### src/rtl/ctfd_pkg.sv
package ctfd_pkg;

   typedef enum logic [1:0] {
      KIND_SIGNAL = 2'd0,
      KIND_SDO    = 2'd1,
      KIND_CELL   = 2'd2
   } kind_type;

   // signal codes carried in target for named signals
   localparam logic [7:0] SIG_SPEED     = 8'd0;
   localparam logic [7:0] SIG_UDC       = 8'd1;
   localparam logic [7:0] SIG_TMPHS     = 8'd2;
   localparam logic [7:0] SIG_TMPM      = 8'd3;
   localparam logic [7:0] SIG_SOC       = 8'd5;
   localparam logic [7:0] SIG_VMAX      = 8'd6;
   localparam logic [7:0] SIG_VMIN      = 8'd7;
   localparam logic [7:0] SIG_GEAR      = 8'd8;
   localparam logic [7:0] SIG_MOTACTIVE = 8'd9;
   localparam logic [7:0] SIG_REGEN     = 8'd10;

   // identifiers
   localparam logic [10:0] ID_SDO_RSP  = 11'h580;
   localparam logic [10:0] ID_PDO1     = 11'h180;
   localparam logic [10:0] ID_PDO2     = 11'h280;
   localparam logic [10:0] ID_PDO3     = 11'h380;
   localparam logic [10:0] ID_GEAR     = 11'h300;
   localparam logic [10:0] ID_MOTACT   = 11'h301;
   localparam logic [10:0] ID_REGEN    = 11'h302;
   localparam logic [10:0] ID_SHUNT    = 11'h522;
   localparam logic [10:0] ID_SOC      = 11'h355;
   localparam logic [10:0] ID_BMS_TEMP = 11'h356;
   localparam logic [10:0] ID_BMS_VOLT = 11'h373;
   localparam logic [10:0] ID_INV_TEMP = 11'h126;
   localparam logic [10:0] ID_SPEED    = 11'h257;

   localparam logic [15:0] SDO_INDEX      = 16'h2100;
   localparam logic [7:0]  SDO_CMD_UPLD4  = 8'h43;
   localparam logic [7:0]  SDO_CMD_UPLD2  = 8'h4B;
   localparam logic [15:0] TMPM_LIMIT     = 16'd150;

   // reciprocal multipliers: ceil(2^34 / 1000) and ceil(2^26 / 100)
   localparam logic [24:0] RECIP_1000 = 25'd17179870;
   localparam int          SHIFT_1000 = 34;
   localparam logic [19:0] RECIP_100  = 20'd671089;
   localparam int          SHIFT_100  = 26;

   localparam int NODE_RESET = 1;

   typedef struct packed {
      logic [10:0] frame_id;
      logic [3:0]  frame_length;
      logic [7:0]  byte0;
      logic [7:0]  byte1;
      logic [7:0]  byte2;
      logic [7:0]  byte3;
      logic [7:0]  byte4;
      logic [7:0]  byte5;
      logic [7:0]  byte6;
      logic [7:0]  byte7;
   } req_word_type;

   typedef struct packed {
      kind_type           update_kind;
      logic [7:0]         target;
      logic signed [31:0] update_value;
      logic [8:0]         cells_seen;
      logic               last_update;
   } rsp_word_type;

   typedef struct packed {
      kind_type           kind;
      logic [7:0]         target;
      logic signed [31:0] value;
   } update_type;

   // all updates of one frame
   typedef struct packed {
      update_type [3:0] slots;
      logic [2:0]       count;
      logic [8:0]       cells_seen;
   } batch_type;

endpackage

### src/rtl/ctfd_decode.sv
module ctfd_decode #(
   parameter int MAX_CELLS = 96
) (
   input  logic                  clock,
   input  logic                  reset,
   input  ctfd_pkg::req_word_type frame,
   input  logic [6:0]            node_id,
   input  logic                  fire,
   output ctfd_pkg::batch_type   batch
);
   import ctfd_pkg::*;

   logic [8:0]        cell_count_ff;
   logic [8:0]        cell_count_in;
   logic [3:0][15:0]  wu;
   logic [10:0]       id;
   logic [3:0]        len;
   logic              is_cell;
   logic [2:0]        n_words;
   logic [2:0]        kept;
   logic [8:0]        top;
   logic [7:0]        idx;
   logic signed [31:0] sdo_raw;
   logic signed [31:0] sdo_val;
   logic              sdo_ok;
   logic signed [23:0] shunt_raw;
   logic [23:0]       shunt_mag;
   logic [48:0]       shunt_prod;
   logic [14:0]       shunt_q;
   logic signed [31:0] shunt_val;
   logic [15:0]       spd_mag;
   logic [19:0]       spd_mag9;
   logic [39:0]       spd_prod;
   logic [13:0]       spd_q;
   logic signed [31:0] spd_val;
   logic signed [31:0] ws0;
   logic signed [31:0] ws2;
   logic signed [31:0] ws4;
   logic signed [31:0] ws6;

   assign id  = frame.frame_id;
   assign len = frame.frame_length;
   assign wu[0] = {frame.byte1, frame.byte0};
   assign wu[1] = {frame.byte3, frame.byte2};
   assign wu[2] = {frame.byte5, frame.byte4};
   assign wu[3] = {frame.byte7, frame.byte6};
   assign ws0 = 32'(signed'(wu[0]));
   assign ws2 = 32'(signed'(wu[1]));
   assign ws4 = 32'(signed'(wu[2]));
   assign ws6 = 32'(signed'(wu[3]));

   assign is_cell = (id[10:8] == 3'd4) || (id[10:8] == 3'd6);
   assign n_words = (len >= 4'd8) ? 3'd4 : len[3:1];

   // cell indexes rise within a frame, so the kept cells form a prefix
   always_comb begin
      kept = 3'd0;
      for (int i = 0; i < 4; i++) begin
         if ((3'(i) < n_words) && ({1'b0, id[5:0], 2'(i)} < 9'(MAX_CELLS))) begin
            kept = kept + 3'd1;
         end
      end
   end
   assign top = {1'b0, id[5:0], 2'b00} + {6'd0, kept};
   assign cell_count_in = (is_cell && kept != 3'd0 && top > cell_count_ff) ? top
                          : cell_count_ff;

   // SDO value / 32, truncated toward zero
   assign sdo_raw = signed'({frame.byte7, frame.byte6, frame.byte5, frame.byte4});
   assign sdo_val = (sdo_raw + (sdo_raw[31] ? 32'sd31 : 32'sd0)) >>> 5;
   assign sdo_ok  = (len >= 4'd8) && ({frame.byte2, frame.byte1} == SDO_INDEX)
                    && (frame.byte0 == SDO_CMD_UPLD4 || frame.byte0 == SDO_CMD_UPLD2);

   // 24-bit value / 1000 by reciprocal on the magnitude
   assign shunt_raw  = signed'({frame.byte4, frame.byte3, frame.byte2});
   assign shunt_mag  = shunt_raw[23] ? 24'(-shunt_raw) : 24'(shunt_raw);
   assign shunt_prod = 49'(shunt_mag) * 49'(RECIP_1000);
   assign shunt_q    = shunt_prod[48:SHIFT_1000];
   assign shunt_val  = shunt_raw[23] ? -32'(shunt_q) : 32'(shunt_q);

   // speed = raw * 9 / 100, truncated toward zero
   assign spd_mag  = wu[0][15] ? 16'(-wu[0]) : wu[0];
   assign spd_mag9 = {spd_mag, 3'd0} + 20'(spd_mag);
   assign spd_prod = 40'(spd_mag9) * 40'(RECIP_100);
   assign spd_q    = spd_prod[39:SHIFT_100];
   assign spd_val  = wu[0][15] ? -32'(spd_q) : 32'(spd_q);

   always_comb begin
      batch = '0;
      idx   = 8'd0;
      batch.cells_seen = cell_count_in;
      for (int i = 0; i < 4; i++) begin
         batch.slots[i].kind = KIND_SIGNAL;
      end
      if (is_cell) begin
         for (int i = 0; i < 4; i++) begin
            idx = {id[5:0], 2'(i)};
            batch.slots[i].kind   = KIND_CELL;
            batch.slots[i].target = idx;
            batch.slots[i].value  = 32'(wu[i]);
         end
         batch.count = kept;
      end else if (id == ID_SDO_RSP + 11'(node_id)) begin
         batch.slots[0].kind   = KIND_SDO;
         batch.slots[0].target = frame.byte3;
         batch.slots[0].value  = sdo_val;
         batch.count = sdo_ok ? 3'd1 : 3'd0;
      end else if (id == ID_PDO1 + 11'(node_id)) begin
         batch.slots[0] = '{KIND_SIGNAL, SIG_SPEED, ws0};
         batch.slots[1] = '{KIND_SIGNAL, SIG_UDC, ws2};
         batch.slots[2] = '{KIND_SIGNAL, SIG_TMPHS, ws4};
         batch.slots[3] = '{KIND_SIGNAL, SIG_TMPM, ws6};
         batch.count = (len >= 4'd8) ? 3'd4 : 3'd0;
      end else if (id == ID_PDO2 + 11'(node_id)) begin
         batch.slots[0] = '{KIND_SIGNAL, SIG_TMPHS, ws0};
         batch.slots[1] = '{KIND_SIGNAL, SIG_TMPM, ws2};
         batch.count = (len >= 4'd8) ? 3'd2 : 3'd0;
      end else if (id == ID_PDO3 + 11'(node_id)) begin
         batch.count = 3'd0;
      end else if (id == ID_GEAR) begin
         batch.slots[0] = '{KIND_SIGNAL, SIG_GEAR, 32'(frame.byte0)};
         batch.count = (len >= 4'd1) ? 3'd1 : 3'd0;
      end else if (id == ID_MOTACT) begin
         batch.slots[0] = '{KIND_SIGNAL, SIG_MOTACTIVE, 32'(frame.byte0)};
         batch.count = (len >= 4'd1) ? 3'd1 : 3'd0;
      end else if (id == ID_REGEN) begin
         batch.slots[0] = '{KIND_SIGNAL, SIG_REGEN, ws0};
         batch.count = (len >= 4'd2) ? 3'd1 : 3'd0;
      end else if (id == ID_SHUNT) begin
         batch.slots[0] = '{KIND_SIGNAL, SIG_UDC, shunt_val};
         batch.count = (len == 4'd6) ? 3'd1 : 3'd0;
      end else if (id == ID_SOC) begin
         batch.slots[0] = '{KIND_SIGNAL, SIG_SOC, ws0};
         batch.count = (len >= 4'd2) ? 3'd1 : 3'd0;
      end else if (id == ID_BMS_TEMP) begin
         batch.slots[0] = '{KIND_SIGNAL, SIG_TMPM, ws4};
         batch.count = (len >= 4'd6 && !wu[2][15] && wu[2] <= TMPM_LIMIT) ? 3'd1 : 3'd0;
      end else if (id == ID_BMS_VOLT) begin
         batch.slots[0] = '{KIND_SIGNAL, SIG_VMAX, 32'(wu[1])};
         batch.slots[1] = '{KIND_SIGNAL, SIG_VMIN, 32'(wu[0])};
         batch.count = (len >= 4'd6) ? 3'd2 : 3'd0;
      end else if (id == ID_INV_TEMP) begin
         batch.slots[0] = '{KIND_SIGNAL, SIG_TMPHS, ws4};
         batch.count = (len >= 4'd6) ? 3'd1 : 3'd0;
      end else if (id == ID_SPEED) begin
         batch.slots[0] = '{KIND_SIGNAL, SIG_SPEED, spd_val};
         batch.count = (len >= 4'd2) ? 3'd1 : 3'd0;
      end
   end

   always_ff @(posedge clock) begin
      if (reset) begin
         cell_count_ff <= '0;
      end else if (fire) begin
         cell_count_ff <= cell_count_in;
      end
   end

endmodule

### src/rtl/ctfd_emit.sv
module ctfd_emit (
   input  logic                  clock,
   input  logic                  reset,
   input  ctfd_pkg::batch_type   batch,
   input  logic                  batch_valid,
   output logic                  batch_ready,
   output logic                  rsp_valid,
   input  logic                  rsp_ready,
   output ctfd_pkg::rsp_word_type rsp_word
);
   import ctfd_pkg::*;

   update_type [3:0] slots_ff;
   logic [8:0]       seen_ff;
   logic [2:0]       left_ff;
   logic [2:0]       left_in;
   logic [1:0]       ptr_ff;
   logic [1:0]       ptr_in;
   logic             rsp_valid_ff;
   logic             rsp_valid_in;
   rsp_word_type     rsp_word_ff;
   logic             has;
   logic             out_free;
   logic             move;
   logic             load;

   assign has         = (left_ff != 3'd0);
   assign out_free    = !rsp_valid_ff || rsp_ready;
   assign move        = has && out_free;
   assign batch_ready = !has || (move && left_ff == 3'd1);
   assign load        = batch_valid && batch_ready;

   always_comb begin
      left_in = left_ff;
      ptr_in  = ptr_ff;
      if (load) begin
         left_in = batch.count;
         ptr_in  = 2'd0;
      end else if (move) begin
         left_in = left_ff - 3'd1;
         ptr_in  = ptr_ff + 2'd1;
      end
      rsp_valid_in = move ? 1'b1 : (rsp_ready ? 1'b0 : rsp_valid_ff);
   end

   always_ff @(posedge clock) begin
      if (reset) begin
         left_ff      <= '0;
         ptr_ff       <= '0;
         rsp_valid_ff <= 1'b0;
      end else begin
         left_ff      <= left_in;
         ptr_ff       <= ptr_in;
         rsp_valid_ff <= rsp_valid_in;
      end
   end

   // hold the frame's updates while they drain one word per cycle unless rsp_ready stalls
   always_ff @(posedge clock) begin
      if (load) begin
         slots_ff <= batch.slots;
         seen_ff  <= batch.cells_seen;
      end
      if (move) begin
         rsp_word_ff.update_kind  <= slots_ff[ptr_ff].kind;
         rsp_word_ff.target       <= slots_ff[ptr_ff].target;
         rsp_word_ff.update_value <= slots_ff[ptr_ff].value;
         rsp_word_ff.cells_seen   <= seen_ff;
         rsp_word_ff.last_update  <= (left_ff == 3'd1);
      end
   end

   assign rsp_valid = rsp_valid_ff;
   assign rsp_word  = rsp_word_ff;

endmodule

### src/rtl/can_telemetry_frame_decoder.sv
// channel | direction | word
// --------+-----------+--------------------------------------------
// req_    | in        | req_word_type: identifier, length, 8 bytes
// rsp_    | out       | rsp_word_type: one telemetry update
// csr_    | in        | node_id (7 bits), write only
//
// A frame waits in the input register, is decoded combinationally into the
// update buffer, and its 0 to 4 updates leave the result register one per
// cycle unless rsp_ready stalls; the buffer takes the next frame as the last
// update moves out. Reset (synchronous) empties all stages, clears the cell
// count and sets node_id to 1. A stalled rsp_ready holds the buffer; the
// input register still takes one more frame.
module can_telemetry_frame_decoder #(
   parameter int MAX_CELLS = 96
) (
   input  logic                   clock,
   input  logic                   reset,
   input  logic                   req_valid,
   output logic                   req_ready,
   input  ctfd_pkg::req_word_type req_word,
   output logic                   rsp_valid,
   input  logic                   rsp_ready,
   output ctfd_pkg::rsp_word_type rsp_word,
   input  logic                   csr_valid,
   output logic                   csr_ready,
   input  logic [6:0]             csr_data
);
   import ctfd_pkg::*;

   req_word_type frame_ff;
   logic         frame_valid_ff;
   logic         frame_valid_in;
   logic [6:0]   node_id_ff;
   logic         batch_ready;
   logic         fire;
   logic         req_fire;
   batch_type    batch;

   assign fire      = frame_valid_ff && batch_ready;
   assign req_ready = !frame_valid_ff || batch_ready;
   assign req_fire  = req_valid && req_ready;
   assign csr_ready = 1'b1;

   assign frame_valid_in = req_fire ? 1'b1 : (fire ? 1'b0 : frame_valid_ff);

   always_ff @(posedge clock) begin
      if (reset) begin
         frame_valid_ff <= 1'b0;
         node_id_ff     <= 7'(NODE_RESET);
      end else begin
         frame_valid_ff <= frame_valid_in;
         if (csr_valid) begin
            node_id_ff <= csr_data;
         end
      end
   end

   always_ff @(posedge clock) begin
      if (req_fire) begin
         frame_ff <= req_word;
      end
   end

   ctfd_decode #(
      .MAX_CELLS(MAX_CELLS)
   ) u_decode (
      .clock   (clock),
      .reset   (reset),
      .frame   (frame_ff),
      .node_id (node_id_ff),
      .fire    (fire),
      .batch   (batch)
   );

   ctfd_emit u_emit (
      .clock       (clock),
      .reset       (reset),
      .batch       (batch),
      .batch_valid (frame_valid_ff),
      .batch_ready (batch_ready),
      .rsp_valid   (rsp_valid),
      .rsp_ready   (rsp_ready),
      .rsp_word    (rsp_word)
   );

endmodule

### config.mk
export PLATFORM = sky130hd
export DESIGN_NAME = can_telemetry_frame_decoder
export DESIGN_NICKNAME = d
export VERILOG_FILES = /design/src/rtl/ctfd_pkg.sv /design/src/rtl/ctfd_decode.sv /design/src/rtl/ctfd_emit.sv /design/src/rtl/can_telemetry_frame_decoder.sv
export SDC_FILE = /design/constraint.sdc
export NUM_CORES = 1
export LEC_CHECK = 0
export ABC_AREA = 1
export BUFFER_PORTS_ARGS = -buffer_cell sky130_fd_sc_hd__clkbuf_2
export CORE_MARGIN = 1
export CORE_UTILIZATION = 55
export CTS_CLUSTER_DIAMETER = 120
export CTS_CLUSTER_SIZE = 30
export DETAILED_ROUTE_END_ITERATION = 12
export PLACE_DENSITY = 0.72
export SYNTH_ARGS = -nofsm -noshare
export SYNTH_HDL_FRONTEND = slang
export SYNTH_SLANG_ARGS = --single-unit
### constraint.sdc
create_clock -name clock -period 19.06 [get_ports clock]
set_input_delay 3.812 -clock clock [delete_from_list [all_inputs] [get_ports clock]]
set_output_delay 3.812 -clock clock [all_outputs]
set_load 0.005 [all_outputs]
==> metrics, run 1 <==
Critical Path Fanout Max=13; vias in the first global route=27300; setup slack after placement=between 8 and 9 ns; Residual DRC=0; crit share post-route=56.2%; CTS tree=built; Crit. End Element=register; ys async rst share=0%; fillers=around 5600; YS warnings=0; mapped cell area=0.0341 sq mm; WHS=approximately 0.43 ns; Root Driver=clkbuf_16; full die area=0.0629 sq mm; GRT overflow=0; ant diodes=0; Slew Limit Headroom=about 21%; final setup margin=~8.4 ns; Fmax=around 93 MHz; cts repair resizes=0; Site Rows=90; Critical Path Source Type=register; # Post-CTS Setup Buffers=0; IO buf count=between 100 and 150; critical path's slowest cell=xnor2_1; CP bufs+invs=10; initial antenna violation count=1; Tmin final=between 10 and 15 ns; DRT iter0 DRCs=~2700; worst min path class=register to register; width of the chip=about 250 microns; CTS sink count=about 270; Avg Inst Size Synth=~8 sq um; Max Cap Viol=0; Clock Latency Late Sink=a little over 0.5 ns; final net count=~5300; io pins=146; Seq/Total Area, Yosys=between 20 and 25%; area of the core=approximately 0.06 sq mm; Synth cell types=62; worst-margin pin slew=approximately 1.2 ns; DR vias/cell=around 5.5; share of the synthesized area in the top cell type=21.4%; clk_skew=around 0.033 ns; routability cong.=~1.1; first-pass GRT wire length=150 mm; Global Route Usage Sum=approximately 31%; final setup fails=0; clk slew on worst S/H paths=approximately 0.11 ns; total negative slack=0 ns; cell accounting for the most synthesized area=edfxtp_1; CTS Hold Bufs=0; cell repeated most along the worst path=nand2_1; dpl hpwl=79.6 mm; final count of hold timing violations=0; H-tree depth=1; CP delay by family, top=adder cells; Critical Path RT=19.28 ns; status=finished, final reports clean; Num CTS Buffers=12; synthesized instance count=between 4000 and 5000; Starting Density=56.0%; final wirelength=95.8 mm; Die Ht=between 200 and 300 microns; CP peak stage delay=~0.90 ns; RSZ-0062 raised after global routing=no; Final Cell Area=0.0362 sq mm; Worst Path Arrival=between 10 and 15 ns; clk buf depth=3; Synth top cells by count=1000 x inv_1, 916 x nand2_1, 502 x ha_1; via count=~28000; DRT Pass-1 Iters=7; Post-synth EDFFs=~240; pin count of the biggest net entering global routing=a little under 80; Synth-to-Final Area Change=6.31%; ranking of synthesized cells by area=edfxtp_1 21%, ha_1 18%, fa_1 18%, inv_1 11%, nand2_1 10%; #FFs+latches synth=roughly 270; most common cell in the netlist=inv_1; post-route ant nets=0; Placement Cell Area=about 0.036 sq mm; share of layout cells above drive strength 1=around 6.1%; Final Slew Violations=0; routed len/inst=18.6 microns; Synth Flop Type=edfxtp_1; Critical Setup Path Class=register to register
## logic make-up (layout without fill, tap and decap cells)
| logic type | after synthesis | in the layout | share of synthesized area, % |
|---|---|---|---|
| AO/OA/AOI/OAI | 393 | 393 | 6.71 |
| XOR/XNOR | 78 | 78 | 2.20 |
| flip-flops | 266 | 266 | 22.8 |
| other | 2 | 10 | 0.0221 |
| AND/OR/NAND/NOR | 1593 | 1593 | 19.4 |
| buffers and inverters | 1081 | 1216 | 12.0 |
| multiplexers | 1 | 1 | 0.0331 |
| adder cells (fa/ha/maj) | 815 | 815 | 36.8 |
## layout make-up
cell class,instances,area [sq um],share of cell area [%]
Multi-Input combinational cell,2890,22300,61.5
Sequential cell,266,7760,21.4
Inverter,1019,3830,10.6
Timing Repair Buffer,182,1010,2.78
Tap cell,782,978,2.70
Clock buffer,15,354,0.978
## through the flow
| step | instances | utilization (%) |
|---|---|---|
| 6_report | 5154 | 59.5 |
| 5_1_grt | 5154 | 59.5 |
| 4_1_cts | 5154 | 59.5 |
| 3_5_place_dp | 5139 | 58.9 |
| 3_3_place_gp | 5139 | 58.9 |
| 2_1_floorplan | 4237 | - |
## final timing paths
check                          from                   to  slack, ns  depth (start not counted)
setup / recovery       frame_ff[56]  u_emit.slots_ff[22]       8.35                         52
hold reg to reg   u_emit.seen_ff[6]   u_emit.rsp_word[7]       0.43                          0
setup reg to reg       frame_ff[56]  u_emit.slots_ff[22]       8.35                         52
hold / removal    u_emit.seen_ff[6]   u_emit.rsp_word[7]       0.43                          0
## registers in the layout, indices dropped and copies added (netlist names)
register and cells:
u_emit.slots_ff 103, frame_ff 79, u_emit.rsp_word 52, u_decode.cell_count_ff 9
u_emit.seen_ff 9, node_id_ff 7, u_emit.left_ff 3, u_emit.ptr_ff 2
frame_valid_ff 1, u_emit.rsp_valid 1
## cell usage in the layout, fill, tap and decap left out, types with 6 or more instances in the layout
cell type	netlist	routed
a21oi_1	138	138
a221oi_1	13	13
buf_4	5	38
clkbuf_16	0	14
clkbuf_2	0	144
conb_1	2	10
dfxtp_1	23	23
edfxtp_1	243	243
fa_1	313	313
ha_1	502	502
inv_1	1000	998
inv_2	15	16
nand2_1	916	916
nand2_2	10	10
nand3_1	188	188
nand4_1	38	38
nor2_1	339	337
nor3_1	49	49
nor4_1	16	15
o211ai_1	21	21
o21ai_0	137	135
o21bai_1	19	19
o221ai_1	6	6
o22ai_1	31	31
or2_2	7	7
xnor2_1	7	7
xor2_1	65	61
xor2_2	4	8
## worst register-to-register path: cells and delay by family (launching register included)
kind	cells	cell delay, ns
DFF	1	0.76
and+or+nand+nor	27	3.06
xor gates and xnor gates	2	1.17
AOI/OAI and AO/OA	2	0.16
adders and majority gates	11	4.23
buffers and inverters	10	1.06
## layer usage
layer	vias to the layer above	GRT usage, %	part of all wire (%)
met5	-	0	0
met4	0	7.31	2.8
met3	193	5.58	9.1
met2	1167	49.4	45
met1	13300	43.0	43
li1	13600	-	-
Power of run 1 is not shown: default switching activity piles up to over one toggle a cycle in this logic, so the estimate is an artifact.
==> inputs of run 2 (changes only) <==
Clock period 19.06 ns to 11.05 ns, I/O delays scaled along.
==> run 2 against run 1 <==
Utilization increased by 0.14 points. Routed wire length increased by 1.1%. Fmax increased by 3.8%. Via count increased by 0.31%. Register-to-register slack got worse by 7.6 ns. Clock skew decreased by 0.013 ns. Critical path type unchanged. Critical endpoint is now u_emit.slots_ff[15]. Largest cell class unchanged.
==> metrics, run 2 (same netlist as run 1, synthesis figures left out) <==
Num CTS Buffers=13 (+1); CTS sink count=266 (unchanged); io pins=146 (unchanged); Starting Density=56.0% (unchanged); Critical Setup Path Class=register to register; fin cells=5166 (+0.23%); H-tree depth=1 (unchanged); met1 usage=44.4% (+1.4 points); most frequent cells in the layout=998 x inv_1, 916 x nand2_1, 502 x ha_1, 337 x nor2_1, 313 x fa_1; Site Rows=90 (unchanged); Biggest register=u_emit.slots_ff; cell repeated most along the worst path=nand2_1; DRT iter0 DRCs=3030 (+12%); global routing met2 resource utilization=50.2% (+0.81 points); GRT overflow=0 (unchanged); Tmin final=10.31 ns (-0.392 ns); final count of hold timing violations=0 (unchanged); final setup fails=0 (unchanged); area of the core=0.0608 sq mm (unchanged); vias in the first global route=27700 (+1.5%); ant diodes=0 (unchanged); CTS Hold Bufs=0 (unchanged); CP peak stage delay=0.61 ns (-0.29 ns); Residual DRC=0 (unchanged); Global Route Usage Sum=31.2% (+0.50 points); status=finished, final reports clean; Crit. End Element=register; clk buf depth=3 (unchanged); crit share post-route=93.3% (+37 points); Final Slew Violations=0 (unchanged); final wirelength=96.9 mm (+1.1%); Critical Path Source Type=register; Critical Path Fanout Max=8 (-5); Root Driver=clkbuf_16; IO buf count=144 (unchanged); initial antenna violation count=1 (unchanged); DR vias/cell=5.48 (about the same); total negative slack=0 ns (unchanged); full die area=0.0629 sq mm (unchanged); Fmax=97.0 MHz (+3.8%); routed len/inst=18.8 microns (+0.89%); Slew Limit Headroom=21.5% (+0.89 points); Clock Latency Late Sink=0.52 ns (about the same); routability cong.=1.04 (-1.8%); CP delay by family, top=simple AND/OR/NAND/NOR gates; placed cell count=5144 (+0.097%); Synth-to-Final Area Change=6.56%; critical path's slowest cell=nor4_1; utilization after layout=59.7% (+0.14 points); Max Cap Viol=0 (unchanged); first-pass GRT wire length=152 mm (+1.3%); Critical Path RT=11.35 ns (-7.93 ns); pin count of the biggest net entering global routing=80 (+2.6%); max FFs per register=103 (unchanged); Die Ht=251 microns (unchanged); met3 Usage GRT=4.92% (-0.66 points); width of the chip=251 microns (unchanged); share of layout cells above drive strength 1=6.27% (+0.17 points); via count=28300 (+0.31%); dpl hpwl=80.7 mm (+1.4%); final net count=5283 (+0.11%); clk slew on worst S/H paths=0.12 ns (about the same); post-route ant nets=0 (unchanged); WHS=0.431 ns (-0.00251 ns); Top Usage Layer GRT=met2; worst min path class=register to register; CP bufs+invs=10 (unchanged); Worst Path Arrival=10.61 ns (-0.31 ns); DRT Pass-1 Iters=7 (unchanged); commonest non-fill, non-tap cell in the layout=inv_1; CTS tree=built; clk_skew=0.0201 ns (-0.0129 ns); worst-margin pin slew=1.17 ns (-0.0241 ns); RSZ-0062 raised after global routing=no
==> run 2: metrics by stage <==
| stage | cell area, sq um | setup slack [ns] |
|---|---|---|
| after global placement | 35900 | 0.973 |
| after global routing | 36300 | 0.114 |
| after detailed placement | 35900 | 0.816 |
| after CTS | 36300 | 0.734 |
| final | 36300 | 0.736 |
| after floorplan | 34100 | 1.76 |
==> run 2: path summary, 6_finish.rpt <==
check	startpoint	end	slack [ns]	depth (start not counted)
setup reg to reg	frame_ff[57]	u_emit.slots_ff[15]	0.74	52
hold / removal	u_emit.seen_ff[5]	u_emit.rsp_word[6]	0.43	0
hold reg to reg	u_emit.seen_ff[5]	u_emit.rsp_word[6]	0.43	0
setup / recovery	frame_ff[57]	u_emit.slots_ff[15]	0.74	52
==> run 2: per-layer routing <==
layer  wire length, microns  vias up
met2                  43800     1253
met4                   2320        2
met5                     11        -
li1                       -    13600
met3                   9180      169
met1                  41500    13300
==> run 2: area by class of cell <==
type	instances	area, sq um
fillers	5552	24500
multi-input cells	2890	22300
flip-flops and latches	266	7760
inverters	1019	3830
repair buffers	187	1040
well taps	782	978
clock buffers	19	348
clock inverters	3	45.0
==> run 2: repair_timing <==
item                                    in CTS  in global routing
endpoints found under the setup margin       0                  8
gates resized for setup                      0                  1
setup buffers                                0                  0
Power of run 2 is left out for the same reason.
